<file path="src/rtl/taqe_pkg.sv">
// Shared constants, types and helper functions of the ancestor query engine.
// Depends on nothing; every other RTL file but taqe_ram imports it.
package taqe_pkg;

   // Sizing of the stored tree
   localparam int MAX_NODES   = 1024;
   localparam int JUMP_LEVELS = 10;

   // Fixed field widths of the interface
   localparam int FIELD_W   = 10;
   localparam int DEPTH_W   = 10;
   localparam logic [DEPTH_W-1:0] DEPTH_MAX = {DEPTH_W{1'b1}};

   localparam int NODE_W = (MAX_NODES > 1) ? $clog2(MAX_NODES) : 1;
   localparam int LVL_W  = (JUMP_LEVELS > 1) ? $clog2(JUMP_LEVELS) : 1;
   localparam int RED_W  = FIELD_W + 18;

   // Operation codes
   localparam logic OP_LOAD  = 1'b0;
   localparam logic OP_QUERY = 1'b1;

   typedef logic [NODE_W-1:0] node_type;
   typedef logic [LVL_W-1:0]  lvl_type;
   typedef logic [DEPTH_W-1:0] depth_type;

   typedef enum logic [3:0] {
      ST_IDLE,
      ST_LD_RD,
      ST_LD_INIT,
      ST_LD_JRD,
      ST_LD_JWR,
      ST_Q_RD,
      ST_Q_CMP,
      ST_LIFT,
      ST_LIFT_WR,
      ST_CHK,
      ST_UP_RD,
      ST_UP_CMP,
      ST_FIN_RD,
      ST_FIN,
      ST_EMIT
   } taqe_state_type;

   // Commands from the controller to the datapath
   typedef struct packed {
      logic capture;
      logic ld_init;
      logic ld_step;
      logic rd_prev;
      logic q_cmp;
      logic lift_skip;
      logic lift_take;
      logic up_init;
      logic up_step;
      logic fin;
      logic emit;
   } taqe_cmd_type;

   // Status from the datapath to the controller
   typedef struct packed {
      logic lvl_last;
      logic lvl_zero;
      logic diff_top;
      logic same;
      logic rsp_free;
   } taqe_stat_type;

   // Reduce a field value to a node index modulo MAX_NODES by shifted subtraction
   function automatic node_type node_reduce(input logic [FIELD_W-1:0] v);
      logic [RED_W-1:0] r;
      r = RED_W'(v);
      for (int k = FIELD_W - 1; k >= 0; k--) begin
         if (r >= (RED_W'(MAX_NODES) << k)) begin
            r = r - (RED_W'(MAX_NODES) << k);
         end
      end
      return NODE_W'(r);
   endfunction

endpackage

</file>
<file path="src/rtl/taqe_ctrl.sv">
// Controller state machine of the ancestor query engine.
// Depends on taqe_pkg for the state enum and the command and status structs.
module taqe_ctrl import taqe_pkg::*; (
   input  logic          clock,
   input  logic          reset,
   input  logic          req_valid,
   input  logic          req_op,
   output logic          req_ready,
   input  taqe_stat_type stat,
   output taqe_cmd_type  cmd
);

   taqe_state_type state_ff;
   taqe_state_type state_in;

   // Hold state
   always_ff @(posedge clock) begin
      if (reset) begin
         state_ff <= ST_IDLE;
      end else begin
         state_ff <= state_in;
      end
   end

   // Advance through the load and query sequences
   always_comb begin
      state_in = state_ff;
      case (state_ff)
         ST_IDLE: begin
            if (req_valid) begin
               state_in = (req_op == OP_QUERY) ? ST_Q_RD : ST_LD_RD;
            end
         end
         ST_LD_RD:   state_in = ST_LD_INIT;
         ST_LD_INIT: state_in = (JUMP_LEVELS == 1) ? ST_IDLE : ST_LD_JRD;
         ST_LD_JRD:  state_in = ST_LD_JWR;
         ST_LD_JWR:  state_in = stat.lvl_last ? ST_IDLE : ST_LD_JRD;
         ST_Q_RD:    state_in = ST_Q_CMP;
         ST_Q_CMP:   state_in = ST_LIFT;
         ST_LIFT: begin
            if (stat.diff_top) begin
               state_in = ST_LIFT_WR;
            end else if (stat.lvl_zero) begin
               state_in = ST_CHK;
            end
         end
         ST_LIFT_WR: state_in = stat.lvl_zero ? ST_CHK : ST_LIFT;
         ST_CHK:     state_in = stat.same ? ST_EMIT : ST_UP_RD;
         ST_UP_RD:   state_in = ST_UP_CMP;
         ST_UP_CMP:  state_in = stat.lvl_zero ? ST_FIN_RD : ST_UP_RD;
         ST_FIN_RD:  state_in = ST_FIN;
         ST_FIN:     state_in = ST_EMIT;
         ST_EMIT:    state_in = stat.rsp_free ? ST_IDLE : ST_EMIT;
         default:    state_in = ST_IDLE;
      endcase
   end

   // Drive datapath commands
   always_comb begin
      cmd       = '0;
      req_ready = 1'b0;
      case (state_ff)
         ST_IDLE: begin
            req_ready   = 1'b1;
            cmd.capture = req_valid;
         end
         ST_LD_INIT: cmd.ld_init = 1'b1;
         ST_LD_JWR: begin
            cmd.ld_step = 1'b1;
            cmd.rd_prev = 1'b1;
         end
         ST_Q_CMP:   cmd.q_cmp     = 1'b1;
         ST_LIFT:    cmd.lift_skip = !stat.diff_top;
         ST_LIFT_WR: cmd.lift_take = 1'b1;
         ST_CHK:     cmd.up_init   = !stat.same;
         ST_UP_CMP:  cmd.up_step   = 1'b1;
         ST_FIN:     cmd.fin       = 1'b1;
         ST_EMIT:    cmd.emit      = stat.rsp_free;
         default: begin
            cmd       = '0;
            req_ready = 1'b0;
         end
      endcase
   end

endmodule

</file>
<file path="config.mk">
export PLATFORM = sky130hd
export DESIGN_NAME = taqe_ctrl
export DESIGN_NICKNAME = d
export VERILOG_FILES = /design/src/rtl/taqe_pkg.sv /design/src/rtl/taqe_ctrl.sv
export SDC_FILE = /design/constraint.sdc
export NUM_CORES = 1
export LEC_CHECK = 0
export BUFFER_PORTS_ARGS = -buffer_cell sky130_fd_sc_hd__buf_2
export CORE_AREA = 2 2 39 41
export DETAILED_ROUTE_END_ITERATION = 16
export DIE_AREA = 0 0 41 43
export GPL_TIMING_DRIVEN = 1
export PLACE_DENSITY = 0.67
export SLEW_MARGIN = 30
export SYNTH_ARGS = -nofsm -noshare
export SYNTH_HDL_FRONTEND = slang
export SYNTH_SLANG_ARGS = --single-unit
</file>
<file path="constraint.sdc">
create_clock -name clock -period 1.4 [get_ports clock]
set_input_delay 0.07 -clock clock [delete_from_list [all_inputs] [get_ports clock]]
set_output_delay 0.07 -clock clock [all_outputs]
set_load 0.05 [all_outputs]
</file>
==> results of run 1 <==
## power by group through the flow
stage	logic, mW	registers [mW]	clock network (mW)
floorplan	0.783	0.202	0
global placement	0.955	0.232	0
detailed placement	0.958	0.231	0
CTS	1.05	0.241	0.152
global route	1.22	0.258	0.168
finish	1.14	0.247	0.147
## cells in the final DEF (no fill, tap or decap), drive strengths merged
master / synthesis / routed
a211o: 1 / 1
a211oi: 1 / 1
a21oi: 6 / 6
a221oi: 1 / 1
a2bb2oi: 1 / 1
a31oi: 1 / 1
and2: 3 / 3
buf: 5 / 30
clkbuf: 0 / 6
dfxtp: 4 / 4
inv: 4 / 4
nand2: 4 / 4
nand2b: 6 / 6
nand3: 2 / 2
nor2: 12 / 12
nor3: 7 / 7
nor3b: 1 / 1
nor4: 2 / 2
o21ai: 1 / 1
o22ai: 2 / 2
o32a: 1 / 1
or2b: 1 / 1
## path summary, 6_finish.rpt
path	from	slack, ns	cells after the start	to
hold reg to reg	state_ff[0]	0.67	3	state_ff[0]
setup reg to reg	state_ff[1]	0.16	4	state_ff[3]
setup / recovery	state_ff[0]	0.04	4	cmd[10]
hold / removal	reset	0.03	2	state_ff[1]
## cell families after synthesis
logic type / after synthesis / share of synthesized area [%]
AOI/OAI and AO/OA: 15 / 22.9
DFF: 4 / 17.6
buffers and inverters: 9 / 13.2
and+or+nand+nor: 38 / 46.3
## repair_timing
action / CTS / global route
setup endpoints to repair: 7 / 11
pin swaps: 2 / 3
setup buffers: 1 / 3
resized for setup: 12 / 11
## final cells by class
cell class	count	area [µm²]	area share [%]
Multi-Input combinational cell	53	373	49.0
Clock buffer	3	22.5	2.96
Sequential cell	4	88.8	11.7
Tap cell	16	20.0	2.63
Inverter	4	15.0	1.97
Timing Repair Buffer	33	241	31.7
## per-stage QoR
stage	std cells	worst slack [ns]	setup TNS [ns]
after floorplan	66	-0.203	-0.203
after global placement	106	0.145	0
after detailed placement	106	0.130	0
after CTS	110	0.00169	0
after global routing	113	-0.0452	-0.103
final	113	0.0371	0
## per-layer routing
layer	up-vias	share of wire [%]	wire (µm)
met5	-	0	0
met4	0	0.78	11
met3	2	4.9	69
met2	19	50	699
met1	278	44	624
li1	298	-	-
## Yosys cell counts
cell type	instances
sky130_fd_sc_hd__buf_4	3
sky130_fd_sc_hd__inv_1	4
sky130_fd_sc_hd__nor4_1	1
sky130_fd_sc_hd__a2bb2oi_1	1
sky130_fd_sc_hd__o22ai_1	2
sky130_fd_sc_hd__a221oi_2	1
sky130_fd_sc_hd__nand2_1	4
sky130_fd_sc_hd__and2_1	3
sky130_fd_sc_hd__nor3_1	4
sky130_fd_sc_hd__or2b_1	1
sky130_fd_sc_hd__a211oi_1	1
sky130_fd_sc_hd__a21oi_1	6
sky130_fd_sc_hd__nor4_2	1
sky130_fd_sc_hd__o21ai_1	1
sky130_fd_sc_hd__o32a_1	1
sky130_fd_sc_hd__buf_6	2
sky130_fd_sc_hd__nor3_2	3
sky130_fd_sc_hd__nand3_1	2
sky130_fd_sc_hd__nand2b_1	6
sky130_fd_sc_hd__nor3b_1	1
sky130_fd_sc_hd__a31oi_1	1
sky130_fd_sc_hd__a211o_1	1
sky130_fd_sc_hd__dfxtp_1	4
sky130_fd_sc_hd__nor2_1	12
## worst reg2reg max path, stage by stage, from the launching register on
cell	delay, ns
sky130_fd_sc_hd__dfxtp_1	0.40
sky130_fd_sc_hd__buf_6	0.20
sky130_fd_sc_hd__nor3_2	0.08
sky130_fd_sc_hd__a211o_1	0.32
sky130_fd_sc_hd__nor3_2	0.17
==> qor_table.md, run 1 <==
| Step | Result | Reported |
|:---|:---|:---|
| floorplan | Area of the core region | 1380 µm² |
| power and ir drop | NetSw | 0.780 mW |
| worst setup path | Critical Path Sink Type | output port |
| floorplan | Die width | 41 µm |
| layout | Post-layout net count | 108 |
| power and ir drop | Pwr/cell area | 2020 nW/µm² |
| worst setup path | Bufs and invs on worst path | 2 |
| worst setup path | CP Max Fanout | 6 |
| clock tree | Total of hold buffers inserted after clock tree synthesis | 0 |
| synthesis | Synth cell types | 24 |
| grt | GRT Residual Overflow | 0 |
| power and ir drop | Combinational share of power | 74.3% |
| grt | GRT met1 Usage | 23.1% |
| worst setup path | Cell-by-cell listing of the critical path | buf_6, nor4_4, and2_4, buf_8 |
| sta | Worst hold slack | 0.0284 ns |
| route | DRC violations left | 0 |
| power and ir drop | Power Total | 1.53 mW |
| power and ir drop | Sw Ratio | 50.9% |
| synthesis | Number of register bits inferred by synthesis | 4 |
| sta | Worst slew margin relative to its limit | 76.7% |
| sta | Final period demand of the worst path | 1.36 ns |
| placement | Half-perimeter wire length after detailed placement | 1020 µm |
| synthesis | Warning count from the yosys run | 0 |
| synthesis | Mapped cell area | 454 µm² |
| power and ir drop | Power share of the sequential group | 16.1% |
| sta | Hold Vio Cnt, Final | 0 |
| layout | ANT cells | 0 |
| power and ir drop | Clock network fraction of design power | 9.6% |
| sta | Setup Skew | 0.00589 ns |
| sta | Setup-failing EPs final | 0 |
| synthesis | Synth Instances | 66 |
| layout | Post-synthesis to final-layout area growth | 67.5% |
| layout | Biggest register | state_ff |
| worst setup path | Cell with the biggest individual delay on the critical path | sky130_fd_sc_hd__dfxtp_4 |
| layout | Utilization after layout | 55.0% |
| grt | Vias in the first global route | 545 |
| worst setup path | Required arrival time at the worst endpoint | 1.33 ns |
| floorplan | Floorplan die height | 43 µm |
| layout | Top flop regs | state_ff (4) |
| worst setup path | WP data arrival | 1.29 ns |
| clock tree | Clock latency at the later pin of the worst-skew pair | 0.24 ns |
| route | First-pass detailed-route iteration total | 4 |
| sta | Period Utilization, post-route | 97.3% |
| status | Outcome | completed |
| layout | Final Cell Area | 761 µm² |
| flow run | Maximum capacitance violations | 0 |
| synthesis | Avg Cell Area, Syn | 6.88 µm² |
| clock tree | Inserted Clock Buffers | 3 |
| layout | Largest register FFs | 4 |
| power and ir drop | Peak supply drop | 0.828 mV |
| synthesis | Cell types occupying the most area after synthesis | sky130_fd_sc_hd__dfxtp_1 18%, sky130_fd_sc_hd__nor2_1 9.9%, sky130_fd_sc_hd__nand2b_1 8.3% |
| grt | Global-route met2 utilization | 26.6% |
| route | Antenna Violating Nets Remaining | 0 |
| placement | IO Port Bufs | 20 |
| placement | Final weighted congestion of routability-driven global placement | 0.824 |
| layout | Layout filler cell count | 129 |
| route | Initial drt markers | 19 |
| route | Wire per inst | 12.4 µm |
| synthesis | Synthesized Nets | 75 |
| synthesis | Fraction of the yosys area taken by sequential cells | 17.6% |
| grt | Layer with the highest usage after global routing | met2 |
| placement | Placement Cell Area | 642 µm² |
| grt | Met3 global-route usage | 6.81% |
| floorplan | Number of ports placed on the die boundary | 21 |
| grt | Maximum number of pins on one net before global-route repair | 12 |
| worst hold path | Path category of the worst min-delay check | in2reg |
| grt | Global-route wire length before repair | 2200 µm |
| floorplan | Floorplan die area | 1760 µm² |
| clock tree | H-Tree Depth | 1 |
| clock tree | Count of clock tree sinks | 4 |
| sta | Fmax | 734 MHz |
| route | Avg Vias per Cell | 5.28 |
| clock tree | Clock tree from TritonCTS | done |
| route | Total number of vias | 597 |
| power and ir drop | Leak pwr | 0.335 nW |
| layout | Share of layout cells above drive strength 1 | 53.6% |
| clock tree | Number of buffers on the longest clock path | 2 |
| clock tree | Library cell used as clock root buffer | sky130_fd_sc_hd__clkbuf_4 |
| worst setup path | Category of the most critical setup path | reg2out |
| power and ir drop | Internal cell power | 0.753 mW |
| floorplan | Number of placement rows | 14 |
| clock tree | Reg clk slew, reported paths | 0.04 ns |
| worst setup path | Worst stage delay on the critical path | 0.36 ns |
| grt | Overall track demand over capacity in global routing | 18.2% |
| floorplan | Initial cell density of the core | 32.8% |
| route | Detailed Route WL | 1410 µm |
| worst setup path | Critical path's top delay family | simple AND/OR/NAND/NOR gates |
| sta | Worst Tran Pin Value | 0.346 ns |
| grt | Antenna violations before repair | 0 |
| sta | Max-slew violation count | 0 |
| synthesis | Cell type contributing the most total cell area after synthesis | sky130_fd_sc_hd__dfxtp_1 |
| synthesis | Proportion of netlist area held by the largest area contributor | 17.6% |
| sta | Setup repair after global routing missed its margin | yes |
| worst setup path | Critical path startpoint category | register |
Power figures use the tool's default switching activity.
==> run 2: changes to the inputs <==
- CELL_PAD_IN_SITES_DETAIL_PLACEMENT: default -> 0
- CELL_PAD_IN_SITES_GLOBAL_PLACEMENT: default -> 2
- CORE_AREA: 2 2 39 41 -> default
- CORE_ASPECT_RATIO: default -> 0.8
- CORE_UTILIZATION: default -> 22
- DIE_AREA: 0 0 41 43 -> default
- PLACE_DENSITY: 0.67 -> 0.81
==> run 2 against run 1 <==
Design area up 7.6%. Sequential share of layout area fell by 0.67 points. Worst hold slack better by 0.0050 ns. Final cell count increased by 12%. Wire length increased by 8.6%. Count of clock-buffer cells in the layout unchanged. Largest power group unchanged.
==> qor_table.md, run 2 (synthesized netlist as in run 1, its figures left out) <==
| Step | Result | Reported | vs previous |
|:---|:---|:---|:---|
| power and ir drop | Pwr/cell area | 1900 nW/µm² | -5.7% |
| route | Antenna Violating Nets Remaining | 0 | unchanged |
| worst setup path | Category of the most critical setup path | reg2out |  |
| placement | Final weighted congestion of routability-driven global placement | 0.862 | +4.7% |
| worst setup path | CP Max Fanout | 6 | unchanged |
| grt | Global-route wire length before repair | 2300 µm | +4.4% |
| power and ir drop | Internal cell power | 0.767 mW | +1.8% |
| layout | Biggest register | state_ff |  |
| worst setup path | Depth of the most critical reg-to-reg path | 5 | +1 |
| route | Avg Vias per Cell | 4.60 | -13% |
| floorplan | Number of ports placed on the die boundary | 21 | unchanged |
| worst setup path | Critical Path Sink Type | output port |  |
| worst setup path | Worst r2r dst | state_ff[1] |  |
| clock tree | Reg clk slew, reported paths | 0.04 ns | about the same |
| worst setup path | Start of the worst register-to-register path | state_ff[3] |  |
| placement | IO Port Bufs | 20 | unchanged |
| sta | Hold Vio Cnt, Final | 0 | unchanged |
| placement | Half-perimeter wire length after detailed placement | 1100 µm | +7.3% |
| flow run | Maximum capacitance violations | 0 | unchanged |
| power and ir drop | Leak pwr | 0.353 nW | +5.5% |
| sta | Setup-failing EPs final | 0 | unchanged |
| clock tree | Number of buffers on the longest clock path | 2 | unchanged |
| grt | Overall track demand over capacity in global routing | 14.0% | -4.3 points |
| route | Detailed Route WL | 1530 µm | +8.6% |
| layout | Post-synthesis to final-layout area growth | 80.2% |  |
| clock tree | Clock latency at the later pin of the worst-skew pair | 0.23 ns | about the same |
| route | DRC violations left | 0 | unchanged |
| layout | Largest register FFs | 4 | unchanged |
| clock tree | Count of clock tree sinks | 4 | unchanged |
| layout | ANT cells | 0 | unchanged |
| power and ir drop | Peak supply drop | 1.00 mV | +21% |
| layout | Post-layout net count | 113 | +4.6% |
| layout | Final Cell Area | 818 µm² | +7.6% |
| sta | Post-route setup TNS | 0 ns | unchanged |
| clock tree | Inserted Clock Buffers | 3 | unchanged |
| placement | Placement Cell Area | 667 µm² | +3.9% |
| power and ir drop | Clock network fraction of design power | 9.3% | -0.3 points |
| worst setup path | Reg-to-reg setup timing slack | 0.09 ns | -0.07 ns |
| layout | Most frequent standard cell in the layout excluding fill and tap cells | sky130_fd_sc_hd__buf_4 |  |
| floorplan | Area of the core region | 1910 µm² | +38% |
| worst setup path | Critical path endpoint | cmd[10] |  |
| layout | Utilization after layout | 42.9% | -12 points |
| power and ir drop | Sw Ratio | 50.7% | -0.19 points |
| clock tree | Total of hold buffers inserted after clock tree synthesis | 0 | unchanged |
| layout | Share of layout cells above drive strength 1 | 54.9% | +1.3 points |
| power and ir drop | NetSw | 0.789 mW | +1.1% |
| worst setup path | WP data arrival | 1.31 ns | +0.02 ns |
| route | Initial drt markers | 10 | -9 |
| worst setup path | Critical path startpoint category | register |  |
| sta | Fmax | 724 MHz | -1.4% |
| layout | Most used cells in the layout excluding fill and tap cells | 17 x sky130_fd_sc_hd__buf_4, 11 x sky130_fd_sc_hd__nor2_1, 10 x sky130_fd_sc_hd__buf_2, 7 x sky130_fd_sc_hd__buf_6 |  |
| grt | Vias in the first global route | 525 | -3.7% |
| route | Wire per inst | 12.1 µm | -2.6% |
| sta | Max-slew violation count | 0 | unchanged |
| clock tree | Library cell used as clock root buffer | sky130_fd_sc_hd__clkbuf_4 |  |
| floorplan | Floorplan die area | 2250 µm² | +28% |
| grt | GRT Residual Overflow | 0 | unchanged |
| floorplan | Initial cell density of the core | 23.8% | -9.0 points |
| grt | Maximum number of pins on one net before global-route repair | 11 | -1 |
| status | Outcome | completed |  |
| sta | Setup Skew | 0.00303 ns | -0.00286 ns |
| worst hold path | Path category of the worst min-delay check | in2reg |  |
| sta | Setup repair after global routing missed its margin | yes |  |
| worst setup path | Timing startpoint of the critical path | state_ff[3] |  |
| power and ir drop | Combinational share of power | 76.0% | +1.7 points |
| route | First-pass detailed-route iteration total | 3 | -1 |
| power and ir drop | Power share of the sequential group | 14.7% | -1.4 points |
| route | Total number of vias | 580 | -2.8% |
| worst setup path | Required arrival time at the worst endpoint | 1.33 ns | about the same |
| grt | Antenna violations before repair | 0 | unchanged |
| floorplan | Number of placement rows | 14 | unchanged |
| layout | Top flop regs | state_ff (4) |  |
| sta | Worst Tran Pin Value | 0.367 ns | +0.0215 ns |
| sta | Final period demand of the worst path | 1.38 ns | +0.0189 ns |
| floorplan | Die width | 52.8 µm | +29% |
| sta | Worst slew margin relative to its limit | 75.3% | -1.4 points |
| floorplan | Floorplan die height | 42.6 µm | -0.84% |
| sta | Period Utilization, post-route | 98.7% | +1.4 points |
| clock tree | Clock tree from TritonCTS | done |  |
| clock tree | H-Tree Depth | 1 | unchanged |
## run 2: changes by cell type in the layout (fill, tap and decap cells not counted), sizes merged
cell / before / now
buf: 30 / 35
## run 2: repair_timing
action                     CTS  global route
setup endpoints to repair   11            10
pin swaps                    1             2
resized for setup           12            14
gates cloned                 0             0
buffers inserted             0             7
## run 2: metrics by stage
step                cells  setup slack [ns]  power, mW  hold WS [ns]
floorplan              66            -0.203      0.985         0.139
global placement      116            0.0747       1.24         0.274
detailed placement    116            0.0653       1.24         0.283
CTS                   119           -0.0173       1.44        0.0299
global route          126           -0.0393       1.66        0.0233
finish                126            0.0182       1.56        0.0334
## run 2: layout make-up
class,instances,area [µm²]
fillers,202,1090
well taps,24,30.0
repair buffers,38,294
flip-flops and latches,4,90.1
inverters,4,15.0
multi-input cells,53,367
clock buffers,3,22.5
## run 2: power groups by stage
stage	clock network [mW]	registers (mW)	logic, mW
detailed placement	0	0.221	1.01
global route	0.169	0.233	1.26
global placement	0	0.220	1.02
finish	0.145	0.229	1.18
CTS	0.153	0.225	1.06
floorplan	0	0.202	0.783
## run 2: critical path, stage by stage (launching register included)
cell and delay (ns):
sky130_fd_sc_hd__dfxtp_4 0.35, sky130_fd_sc_hd__buf_6 0.13, sky130_fd_sc_hd__nor4_4 0.27, sky130_fd_sc_hd__and2_4 0.19
sky130_fd_sc_hd__buf_8 0.13
## run 2: layer usage
layer / vias up / GRT usage [%] / wire (µm)
met4: 0 / 8.42 / 14
li1: 301 / - / -
met5: - / 0 / 0
met3: 2 / 2.54 / 43
met2: 12 / 19.7 / 726
met1: 265 / 19.2 / 741
## run 2: worst min path at each step
stage | startpoint | to | slack, ns | cells past startpoint
after floorplan | reset | state_ff[1] | 0.14 | 1
after global placement | reset | state_ff[1] | 0.27 | 2
after detailed placement | reset | state_ff[1] | 0.28 | 2
after CTS | reset | state_ff[1] | 0.03 | 2
after global routing | reset | state_ff[1] | 0.02 | 2
final | reset | state_ff[1] | 0.03 | 2
